**src/sv/signature_match_table_macros.svh**
```systemverilog
// Assertion macros shared by the table's checks.
`ifndef SIGNATURE_MATCH_TABLE_MACROS_SVH
`define SIGNATURE_MATCH_TABLE_MACROS_SVH

// Same-cycle implication, disabled while reset is high.
`define SMT_ASSERT_SAME(label, clk, rst, ante, cons, msg) \
   label: assert property (@(posedge clk) disable iff (rst) (ante) |-> (cons)) \
      else $error(msg);

// Next-cycle implication, disabled while reset is high.
`define SMT_ASSERT_NEXT(label, clk, rst, ante, cons, msg) \
   label: assert property (@(posedge clk) disable iff (rst) (ante) |=> (cons)) \
      else $error(msg);

`endif

```
**src/sv/smt_pkg.sv**
```systemverilog
package smt_pkg;

   localparam int DEPTH_DEF     = 16;
   localparam int SAMPLES_DEF   = 4;
   localparam int SAMPLE_FIELDS = 4;

   localparam int OP_W     = 2;
   localparam int ID_W     = 16;
   localparam int SAMPLE_W = 16;
   localparam int STATUS_W = 2;
   localparam int INDEX_W  = 4;

   localparam logic [OP_W-1:0] OP_ADD      = 2'd0;
   localparam logic [OP_W-1:0] OP_FIND_SIG = 2'd1;
   localparam logic [OP_W-1:0] OP_FIND_ID  = 2'd2;

   typedef enum logic [STATUS_W-1:0] {
      ST_OK        = 2'd0,
      ST_NOT_FOUND = 2'd1,
      ST_EMPTY     = 2'd2,
      ST_FULL      = 2'd3
   } status_type;

endpackage

```
**src/sv/signature_match_table.sv**
```systemverilog
// Channel   | Ports                                               | Beat taken when
// ----------+-----------------------------------------------------+------------------------
// request   | start, busy, req_op, req_threat_id, req_sample_0..3 | start && !busy
// response  | rsp_valid, rsp_status, rsp_entry_index              | rsp_valid (one cycle)
//
// Add, a rejected add, a search of an empty table and an undefined op answer at once:
// the response beat shows in the cycle after the request beat and busy stays low.
// A search scans one entry per cycle, each compared in the cycle after its read: busy is
// high until a hit or the last filled entry is compared, then the response beat shows.
// Reset (synchronous, active high) empties the table; entries are compared below fill only.
// The response beat cannot be stalled; a new request may be taken while it shows.

`include "signature_match_table_macros.svh"

module signature_match_table #(
   parameter int DEPTH   = smt_pkg::DEPTH_DEF,
   parameter int SAMPLES = smt_pkg::SAMPLES_DEF
) (
   input  logic                               clock,
   input  logic                               reset,
   input  logic                               start,
   output logic                               busy,
   input  logic        [smt_pkg::OP_W-1:0]     req_op,
   input  logic        [smt_pkg::ID_W-1:0]     req_threat_id,
   input  logic signed [smt_pkg::SAMPLE_W-1:0] req_sample_0,
   input  logic signed [smt_pkg::SAMPLE_W-1:0] req_sample_1,
   input  logic signed [smt_pkg::SAMPLE_W-1:0] req_sample_2,
   input  logic signed [smt_pkg::SAMPLE_W-1:0] req_sample_3,
   output logic                               rsp_valid,
   output logic        [smt_pkg::STATUS_W-1:0] rsp_status,
   output logic        [smt_pkg::INDEX_W-1:0]  rsp_entry_index
);

   localparam int IDX_W   = $clog2(DEPTH);
   localparam int CNT_W   = $clog2(DEPTH + 1);
   localparam int INDEX_W = smt_pkg::INDEX_W;

   typedef enum logic {
      S_IDLE,
      S_SCAN
   } state_type;

   state_type                   state_ff, state_in;
   logic [CNT_W-1:0]            fill_ff, fill_in;
   logic [smt_pkg::OP_W-1:0]    op_ff, op_in;
   logic [IDX_W-1:0]            addr_ff, addr_in;
   logic                        cmp_valid_ff, cmp_valid_in;
   logic [IDX_W-1:0]            cmp_idx_ff, cmp_idx_in;
   logic                        rsp_valid_ff, rsp_valid_in;
   smt_pkg::status_type         rsp_status_ff, rsp_status_in;
   logic [INDEX_W-1:0]          rsp_entry_index_ff, rsp_entry_index_in;

   logic                        wr_en;
   logic                        key_load;
   logic                        full;
   logic                        cmp_last;
   logic                        hit;
   logic [SAMPLES-1:0]          sig_match;
   logic                        id_match;
   logic [smt_pkg::SAMPLE_W-1:0] field_sample [smt_pkg::SAMPLE_FIELDS];
   logic [smt_pkg::SAMPLE_W-1:0] lane_data    [SAMPLES];

   // Gather the sample fields; samples past the last field are stored as zero.
   assign field_sample[0] = req_sample_0;
   assign field_sample[1] = req_sample_1;
   assign field_sample[2] = req_sample_2;
   assign field_sample[3] = req_sample_3;

   always_comb begin
      for (int j = 0; j < SAMPLES; j++) begin
         if (j < smt_pkg::SAMPLE_FIELDS) begin
            lane_data[j] = field_sample[j % smt_pkg::SAMPLE_FIELDS];
         end else begin
            lane_data[j] = '0;
         end
      end
   end

   // One lane per sample, each scanning the same entry in the same cycle.
   for (genvar g = 0; g < SAMPLES; g++) begin : g_sig_lane
      smt_lane #(.DEPTH(DEPTH)) u_lane (
         .clock    (clock),
         .wr_en    (wr_en),
         .wr_addr  (fill_ff[IDX_W-1:0]),
         .data     (lane_data[g]),
         .key_load (key_load),
         .rd_addr  (addr_ff),
         .match    (sig_match[g])
      );
   end

   // The identifier column is one more lane of the same kind.
   smt_lane #(.DEPTH(DEPTH)) u_id_lane (
      .clock    (clock),
      .wr_en    (wr_en),
      .wr_addr  (fill_ff[IDX_W-1:0]),
      .data     (req_threat_id),
      .key_load (key_load),
      .rd_addr  (addr_ff),
      .match    (id_match)
   );

   smt_merge #(.SAMPLES(SAMPLES)) u_merge (
      .op        (op_ff),
      .sig_match (sig_match),
      .id_match  (id_match),
      .hit       (hit)
   );

   assign full     = (fill_ff == CNT_W'(DEPTH));
   assign cmp_last = (CNT_W'(cmp_idx_ff) == (fill_ff - CNT_W'(1)));

   always_comb begin
      state_in           = state_ff;
      fill_in            = fill_ff;
      op_in              = op_ff;
      addr_in            = addr_ff;
      cmp_valid_in       = 1'b0;
      cmp_idx_in         = addr_ff;
      rsp_valid_in       = 1'b0;
      rsp_status_in      = rsp_status_ff;
      rsp_entry_index_in = rsp_entry_index_ff;
      wr_en              = 1'b0;
      key_load           = 1'b0;

      unique case (state_ff)
         S_IDLE: begin
            if (start) begin
               // Latch the op and search keys; default answer is not found.
               key_load           = 1'b1;
               op_in              = req_op;
               addr_in            = '0;
               rsp_valid_in       = 1'b1;
               rsp_status_in      = smt_pkg::ST_NOT_FOUND;
               rsp_entry_index_in = '0;
               unique case (req_op)
                  smt_pkg::OP_ADD: begin
                     if (full) begin
                        rsp_status_in = smt_pkg::ST_FULL;
                     end else begin
                        wr_en              = 1'b1;
                        fill_in            = fill_ff + CNT_W'(1);
                        rsp_status_in      = smt_pkg::ST_OK;
                        rsp_entry_index_in = INDEX_W'(fill_ff);
                     end
                  end
                  smt_pkg::OP_FIND_SIG: begin
                     if (fill_ff == '0) begin
                        rsp_status_in = smt_pkg::ST_EMPTY;
                     end else begin
                        rsp_valid_in = 1'b0;
                        state_in     = S_SCAN;
                     end
                  end
                  smt_pkg::OP_FIND_ID: begin
                     // No empty check here: an empty table just misses.
                     if (fill_ff != '0) begin
                        rsp_valid_in = 1'b0;
                        state_in     = S_SCAN;
                     end
                  end
                  default: begin
                  end
               endcase
            end
         end
         S_SCAN: begin
            // Issue the next read while the previous entry is compared.
            addr_in    = addr_ff + IDX_W'(1);
            cmp_idx_in = addr_ff;
            if (cmp_valid_ff && hit) begin
               rsp_valid_in       = 1'b1;
               rsp_status_in      = smt_pkg::ST_OK;
               rsp_entry_index_in = INDEX_W'(cmp_idx_ff);
               state_in           = S_IDLE;
            end else if (cmp_valid_ff && cmp_last) begin
               rsp_valid_in       = 1'b1;
               rsp_status_in      = smt_pkg::ST_NOT_FOUND;
               rsp_entry_index_in = '0;
               state_in           = S_IDLE;
            end else begin
               cmp_valid_in = 1'b1;
            end
         end
         default: begin
            state_in = S_IDLE;
         end
      endcase
   end

   always_ff @(posedge clock) begin
      if (reset) begin
         state_ff     <= S_IDLE;
         fill_ff      <= '0;
         cmp_valid_ff <= 1'b0;
         rsp_valid_ff <= 1'b0;
      end else begin
         state_ff     <= state_in;
         fill_ff      <= fill_in;
         cmp_valid_ff <= cmp_valid_in;
         rsp_valid_ff <= rsp_valid_in;
      end
      op_ff              <= op_in;
      addr_ff            <= addr_in;
      cmp_idx_ff         <= cmp_idx_in;
      rsp_status_ff      <= rsp_status_in;
      rsp_entry_index_ff <= rsp_entry_index_in;
   end

   assign busy            = (state_ff != S_IDLE);
   assign rsp_valid       = rsp_valid_ff;
   assign rsp_status      = rsp_status_ff;
   assign rsp_entry_index = rsp_entry_index_ff;

   // Every accepted beat either answers next cycle or starts a scan.
   `SMT_ASSERT_NEXT(a_accept_answers, clock, reset, start && !busy,
                    rsp_valid || busy, "accepted beat neither answered nor scanning")
   // An add into a table with room grows the fill count by one.
   `SMT_ASSERT_NEXT(a_add_grows, clock, reset,
                    start && !busy && req_op == smt_pkg::OP_ADD && !full,
                    fill_ff == $past(fill_ff) + CNT_W'(1), "add did not advance fill count")
   // Anything but a hit or a stored add reports index zero.
   `SMT_ASSERT_SAME(a_miss_index_zero, clock, reset,
                    rsp_valid && rsp_status != smt_pkg::ST_OK,
                    rsp_entry_index == '0, "nonzero index on a miss")

endmodule

```
**src/sv/smt_lane.sv**
```systemverilog
// One compare lane: a column of the table with a latched search key.
module smt_lane #(
   parameter int DEPTH = smt_pkg::DEPTH_DEF
) (
   input  logic                          clock,
   input  logic                          wr_en,
   input  logic [$clog2(DEPTH)-1:0]      wr_addr,
   input  logic [smt_pkg::SAMPLE_W-1:0]  data,
   input  logic                          key_load,
   input  logic [$clog2(DEPTH)-1:0]      rd_addr,
   output logic                          match
);

   logic [smt_pkg::SAMPLE_W-1:0] store_mem [DEPTH];
   logic [smt_pkg::SAMPLE_W-1:0] rd_ff;
   logic [smt_pkg::SAMPLE_W-1:0] key_ff;

   always_ff @(posedge clock) begin
      if (wr_en) begin
         store_mem[wr_addr] <= data;
      end
      rd_ff <= store_mem[rd_addr];
   end

   always_ff @(posedge clock) begin
      if (key_load) begin
         key_ff <= data;
      end
   end

   assign match = (rd_ff == key_ff);

endmodule

```
**src/sv/smt_merge.sv**
```systemverilog
// Merge lane results: all sample lanes for a signature search, id lane for an id search.
module smt_merge #(
   parameter int SAMPLES = smt_pkg::SAMPLES_DEF
) (
   input  logic [smt_pkg::OP_W-1:0] op,
   input  logic [SAMPLES-1:0]       sig_match,
   input  logic                     id_match,
   output logic                     hit
);

   always_comb begin
      unique case (op)
         smt_pkg::OP_FIND_SIG: hit = &sig_match;
         smt_pkg::OP_FIND_ID:  hit = id_match;
         default:              hit = 1'b0;
      endcase
   end

endmodule
```
**config.mk**
```make
export PLATFORM = sky130hd
export DESIGN_NAME = signature_match_table
export DESIGN_NICKNAME = d
export VERILOG_FILES = /design/src/sv/smt_pkg.sv /design/src/sv/signature_match_table.sv /design/src/sv/smt_lane.sv /design/src/sv/smt_merge.sv
export VERILOG_INCLUDE_DIRS = /design/src /design/src/sv
export SDC_FILE = /design/constraint.sdc
export NUM_CORES = 1
export LEC_CHECK = 0
export ABC_CLOCK_PERIOD_IN_PS = 10800
export BUFFER_PORTS_ARGS = -buffer_cell sky130_fd_sc_hd__buf_4
export CORE_MARGIN = 8
export CORE_UTILIZATION = 50
export CTS_CLUSTER_DIAMETER = 200
export DETAILED_ROUTE_END_ITERATION = 12
export PLACE_DENSITY = 0.66
export SLEW_MARGIN = 20
export SYNTH_ARGS = -nofsm -noshare
export SYNTH_HDL_FRONTEND = slang
export SYNTH_SLANG_ARGS = --single-unit
```
**constraint.sdc**
```tcl
create_clock -name clock -period 10.8 [get_ports clock]
set_input_delay 2.7 -clock clock [delete_from_list [all_inputs] [get_ports clock]]
set_output_delay 2.7 -clock clock [all_outputs]
set_load 0.03 [all_outputs]
```
# Word-level counts from Yosys, hierarchy flattened
# Memory sizes are Yosys's and may differ from the RTL's. A register that Yosys moved wholly into a read port is not among the register bits.
# Cells that the tools add are included.
# op_classes
addsub	3
n_eq_ne	13
mux	38
bitwise	2
n_reduce_logical	10
# op_table
operator	count
$eq 16x16->1	5
$mux 4	6
$mux 1	18
$pmux 4 s2	2
$mux 2	5
$pmux 1 s2	5
$pmux 2 s2	2
$reduce_and 4->1	2
$add 5x1->5 const B	1
$eq 4x5->1	1
$eq 5x5->1 const B	1
$logic_not 5->1	1
$reduce_bool 5->1	1
$sub 5x1->5 const B	1
$add 4x1->4 const B	1
$eq 2x1->1 const B	2
$eq 2x2->1 const B	2
$reduce_and 2->1	2
$ne 3x1->1 const B	1
$logic_and 1x1->1	2
$logic_not 2->1	1
$ne 2x2->1 const B	1
$not 1->1	2
$reduce_or 2->1	1
# word_totals
ff_bits	104
ramBits	1280
in_bits	85
elab_cells	85
memories	5
# mem_list
name	depth	width	read_ports	rd_ports_with_merged_regs	write_ports	line_no	rtl
g_sig_lane[0].u_lane.store_mem	16	16	1	1	1	smt_lane.sv:14	logic [smt_pkg::SAMPLE_W-1:0] store_mem [DEPTH];
g_sig_lane[1].u_lane.store_mem	16	16	1	1	1	smt_lane.sv:14	
g_sig_lane[2].u_lane.store_mem	16	16	1	1	1	smt_lane.sv:14	
g_sig_lane[3].u_lane.store_mem	16	16	1	1	1	smt_lane.sv:14	
u_id_lane.store_mem	16	16	1	1	1	smt_lane.sv:14	

# Logic depth before layout (Yosys ltp)
# depth
ltp_word	7
mapped_depth	10

# Hierarchy
# A second synthesis with hierarchy kept.
# unflattened
hier_cells	2453
area_unflattened_um2	54669.9
# by_module_without_submodules
module	n_inst	cells_each	area_per_inst_um2	seq_area_each_um2
smt_lane	5	469	10692.8	8488.1
signature_match_table	1	100	1149.9	600.6
smt_merge	1	8	56.3	0.0

# Worst setup path after synthesis
# Ideal clock, no wire load.
# synth_path
kind	input port to flip-flop
start	in req_op[0] (netlist bit)
end	mem g_sig_lane[0].u_lane.store_mem[3][0] (netlist bit) (enable)
setup_ns	0.616
t_arrival_ns	9.156
required_time_ns	10.184
slack_ns	1.027
path_stages	8
n_path_buf	1
path_cell_list	inv_1 -> ha_1 -> inv_1 -> a311oi_1 -> and2_1 -> buf_2 -> nand2_1 -> nor3_1
# synth_between
elab_chain_len	6
# synth_rtl
item	line_no	rtl
start: declaration	signature_match_table.sv:23	input logic [smt_pkg::OP_W-1:0] req_op,
$logic_not 2->1	signature_match_table.sv:136	unique case (req_op)
$mux 1	signature_match_table.sv:136	
$mux 1	signature_match_table.sv:128	if (start) begin
$mux 1	signature_match_table.sv:126	unique case (state_ff)
$mux 1	smt_lane.sv:19	if (wr_en) begin
$mux 1 (not written as such)	smt_lane.sv:20	store_mem[wr_addr] <= data;
end: declaration	smt_lane.sv:14	
# No other way between the ends.

# Final worst setup path
# layout_path
start	in req_op[0] (netlist bit)
end	mem g_sig_lane[1].u_lane.store_mem[5][15] (netlist bit) (enable)
# layout_between
elab_chain_len	6
# layout_rtl
item	line_no
$logic_not 2->1	signature_match_table.sv:136
$mux 1	signature_match_table.sv:136
$mux 1	signature_match_table.sv:128
$mux 1	signature_match_table.sv:126
$mux 1	smt_lane.sv:19
$mux 1 (not written as such)	smt_lane.sv:20
end: declaration	smt_lane.sv:14
# No other way between the ends.

==> impl_results.md <==
- Syn Area/Cell: 19.29 sq um
- Commonest non-fill, non-tap cell in the layout: edfxtp_1
- Share of cells above drive strength 1: around 20%
- Total grt overflow: 0
- # rows: 122
- Crit Path Class: primary input to flop
- Startpoint Class: primary input
- # placed instances: 4358
- Worst Tran Pin Value: about 1.1 ns
- DR iter-0 viols: 2765
- Routability congestion estimate: roughly 0.86
- Final min period: about 5.8 ns
- Number of routed nets with antenna violations: 0
- GRT Total Usage: 21.02%
- Final Max Tran Viols: 0
- Post-Syn Area: ~55000 sq um
- Setup TNS: 0 ns
- Ys Warns: 0
- # resized after CTS: 0
- Fillers: 8197
- Post-synth EDFFs: about 1400
- Commonest non-fill, non-tap cells in the layout: edfxtp_1 (1372), mux2i_1 (241), o21ai_0 (162)
- Die height: between 300 and 400 um
- Seq cells post-synth: 1464
- Critical Path End Type: flop
- NetSw: 2.484 mW
- First-pass GRT wire length: 189700 um
- Final setup skew: roughly 0.027 ns
- Reg power frac: between 50% and 60%
- F_max: between 0.15 and 0.2 GHz
- Area of the multi-input gates: 11860 sq um
- Cell area power density: ~190 nW/um^2
- Period utilization: between 50% and 60%
- Post-synth ARST share: 0%
- Worst-Skew Late Latency: around 0.75 ns
- Ys flop type: edfxtp_1
- Top Ports: 93
- Setup repair bufs after CTS: 0
- CTS clk-pin slew, worst paths: 0.06 ns
- Max cap viols: 0
- Number of port buffers: 92
- Final Hold Viols: 0
- CTS max path bufs: 3
- Synth Net Count: about 3000
- Core Util, Final: a little under three fifths
- Leak pwr: a little over 20 nW
- Largest net degree at the start of global routing: about 130
- RSZ-0062 raised after global routing: false
- Routed WL: around 130000 um
- Antenna violations before repair: 3
- Drt pass-1 iters: 5
- Detailed placement HPWL: just over 70000 um
- CP max FO: 33
- Final setup violation count: 0
- Sw Ratio: a little over a fifth
- Clock Tree Root: clkbuf_16
- Hold_buf cts: 0
- Via total after detailed routing: around 28000
- Status: finished clean
- Worst IR Drop VDD: roughly 0.00016 V
- WP data arrival: ~6 ns
- # diodes: 0
- Sequential area share after synthesis: about 78%
- Mean number of vias per cell: ~6
- CTS tree: done
- Clk sinks: 1464
- Die area: 121700 sq um
- Nets@finish: slightly above 3000
- HP Class: flop to flop
- Required time of the critical path: 11.16 ns
- Comb pwr share: ~4.6%
- Core area: roughly 110000 sq um
- Int Power: 9.421 mW
- Synth Instances: about 2900
- Worst hold slack: just over 0.6 ns
- Fin cells: ~4600
- # DRC: 0
- H-tree depth: 4
- Vias in the first global route: roughly 28000
- Cell variety after synth: 56
- Area grow syn2layout: 13.26%
- Total CTS buffers: approximately 150
- Starting Density: roughly 50%
- Worst relative slew slack: 25.14%
- Clock power frac: 42.4%
- Sequential Area: 43040 sq um
- Die width: 348.8 um
- Routed wire per std cell: roughly 28 um
critical path, stage by stage:
cell and delay (ns):
buf_4 0.12, inv_1 0.08, ha_1 0.21, inv_1 0.07, a311oi_1 0.33, and2_1 0.41, nand2_1 0.32, nor2_4 0.71
buf_4 0.53, buf_4 0.59
cell type report:
class	instances	area share (%)
clock buffer	201	6.558
multi-input combinational	1253	18.90
sequential	1464	68.61
timing repair buffer	138	1.729
clock inverter	67	1.139
inverter	16	0.09573
tap	1488	2.968
power by group through the flow:
stage / clock network [mW] / registers, mW / logic [mW]
2_1_floorplan: 0 / 6.42 / 0.294
3_3_place_gp: 0 / 6.42 / 0.531
3_5_place_dp: 0 / 6.43 / 0.544
4_1_cts: 5.13 / 6.31 / 0.547
5_1_grt: 5.35 / 6.31 / 0.583
6_report: 5.05 / 6.31 / 0.548
per-layer routing:
layer / part of all wire, % / global-route usage (%) / routed length (um)
met5: 0.0070 / 0 / 9
met4: 2.0 / 5.288 / 2619
met3: 7.3 / 3.492 / 9391
met2: 49 / 34.28 / 63100
met1: 42 / 29.73 / 54060
cells in the mapped netlist (11+ instances only):
cell / instances / share of area, %
a21oi_1: 83 / 0.75
a221oi_1: 80 / 1.3
a22oi_1: 80 / 1.1
buf_1: 17 / 0.12
buf_2: 25 / 0.23
clkbuf_1: 94 / 0.64
dfxtp_1: 92 / 3.3
edfxtp_1: 1372 / 74
ha_1: 11 / 0.25
inv_1: 16 / 0.11
mux2_2: 80 / 1.6
mux2i_1: 241 / 4.4
mux4_2: 160 / 6.5
nand2_1: 103 / 0.70
nand2b_1: 38 / 0.43
nand4_1: 32 / 0.36
nor2_1: 31 / 0.21
o21ai_0: 162 / 1.5
xnor2_1: 54 / 0.85
xor2_1: 14 / 0.22
stage by stage:
stage | setup slack, ns | power, mW | instance area (sq um)
final | 5.019 | 11.90 | 62740
after global routing | 4.868 | 12.24 | 62740
after CTS | 5.072 | 11.98 | 62700
after detailed placement | 4.288 | 6.969 | 57880
after global placement | 4.345 | 6.955 | 57880
after floorplan | 1.027 | 6.712 | 55390
registers in the layout, summed over array words and instances, names as in the netlist:
register                     cells
addr_ff                          4
busy                             1
cmp_idx_ff                       4
cmp_valid_ff                     1
fill_ff                          5
g_sig_lane.u_lane.key_ff        64
g_sig_lane.u_lane.rd_ff         64
g_sig_lane.u_lane.store_mem   1024
op_ff                            2
rsp_entry_index                  4
rsp_status                       2
rsp_valid                        1
u_id_lane.key_ff                16
u_id_lane.rd_ff                 16
u_id_lane.store_mem            256
cell families (layout without fill, tap and decap cells):
kind of cell    Yosys count  after routing  share of synthesized area, %
flops                  1464           1464                         77.70
fa+ha+maj                11             11                        0.2485
xor+xnor                 69             69                         1.105
mux                     481            481                         12.49
buf+inv                 155            422                         1.134
simple gates            263            263                         2.408
compound gates          429            429                         4.913
final timing paths:
| kind | cells after the start | endpoint | slack [ns] | startpoint |
|---|---|---|---|---|
| worst max register to register | 8 | g_sig_lane[1].u_lane.store_mem[5][15] | 6.42 | fill_ff[0] |
| worst min-delay path | 2 | rsp_entry_index[2] | 0.61 | cmp_idx_ff[2] |
| worst max-delay path | 10 | g_sig_lane[1].u_lane.store_mem[5][15] | 5.02 | req_op[0] |
| worst min register to register | 2 | rsp_entry_index[2] | 0.61 | cmp_idx_ff[2] |
Note: power is estimated with default switching activity, not from simulation.
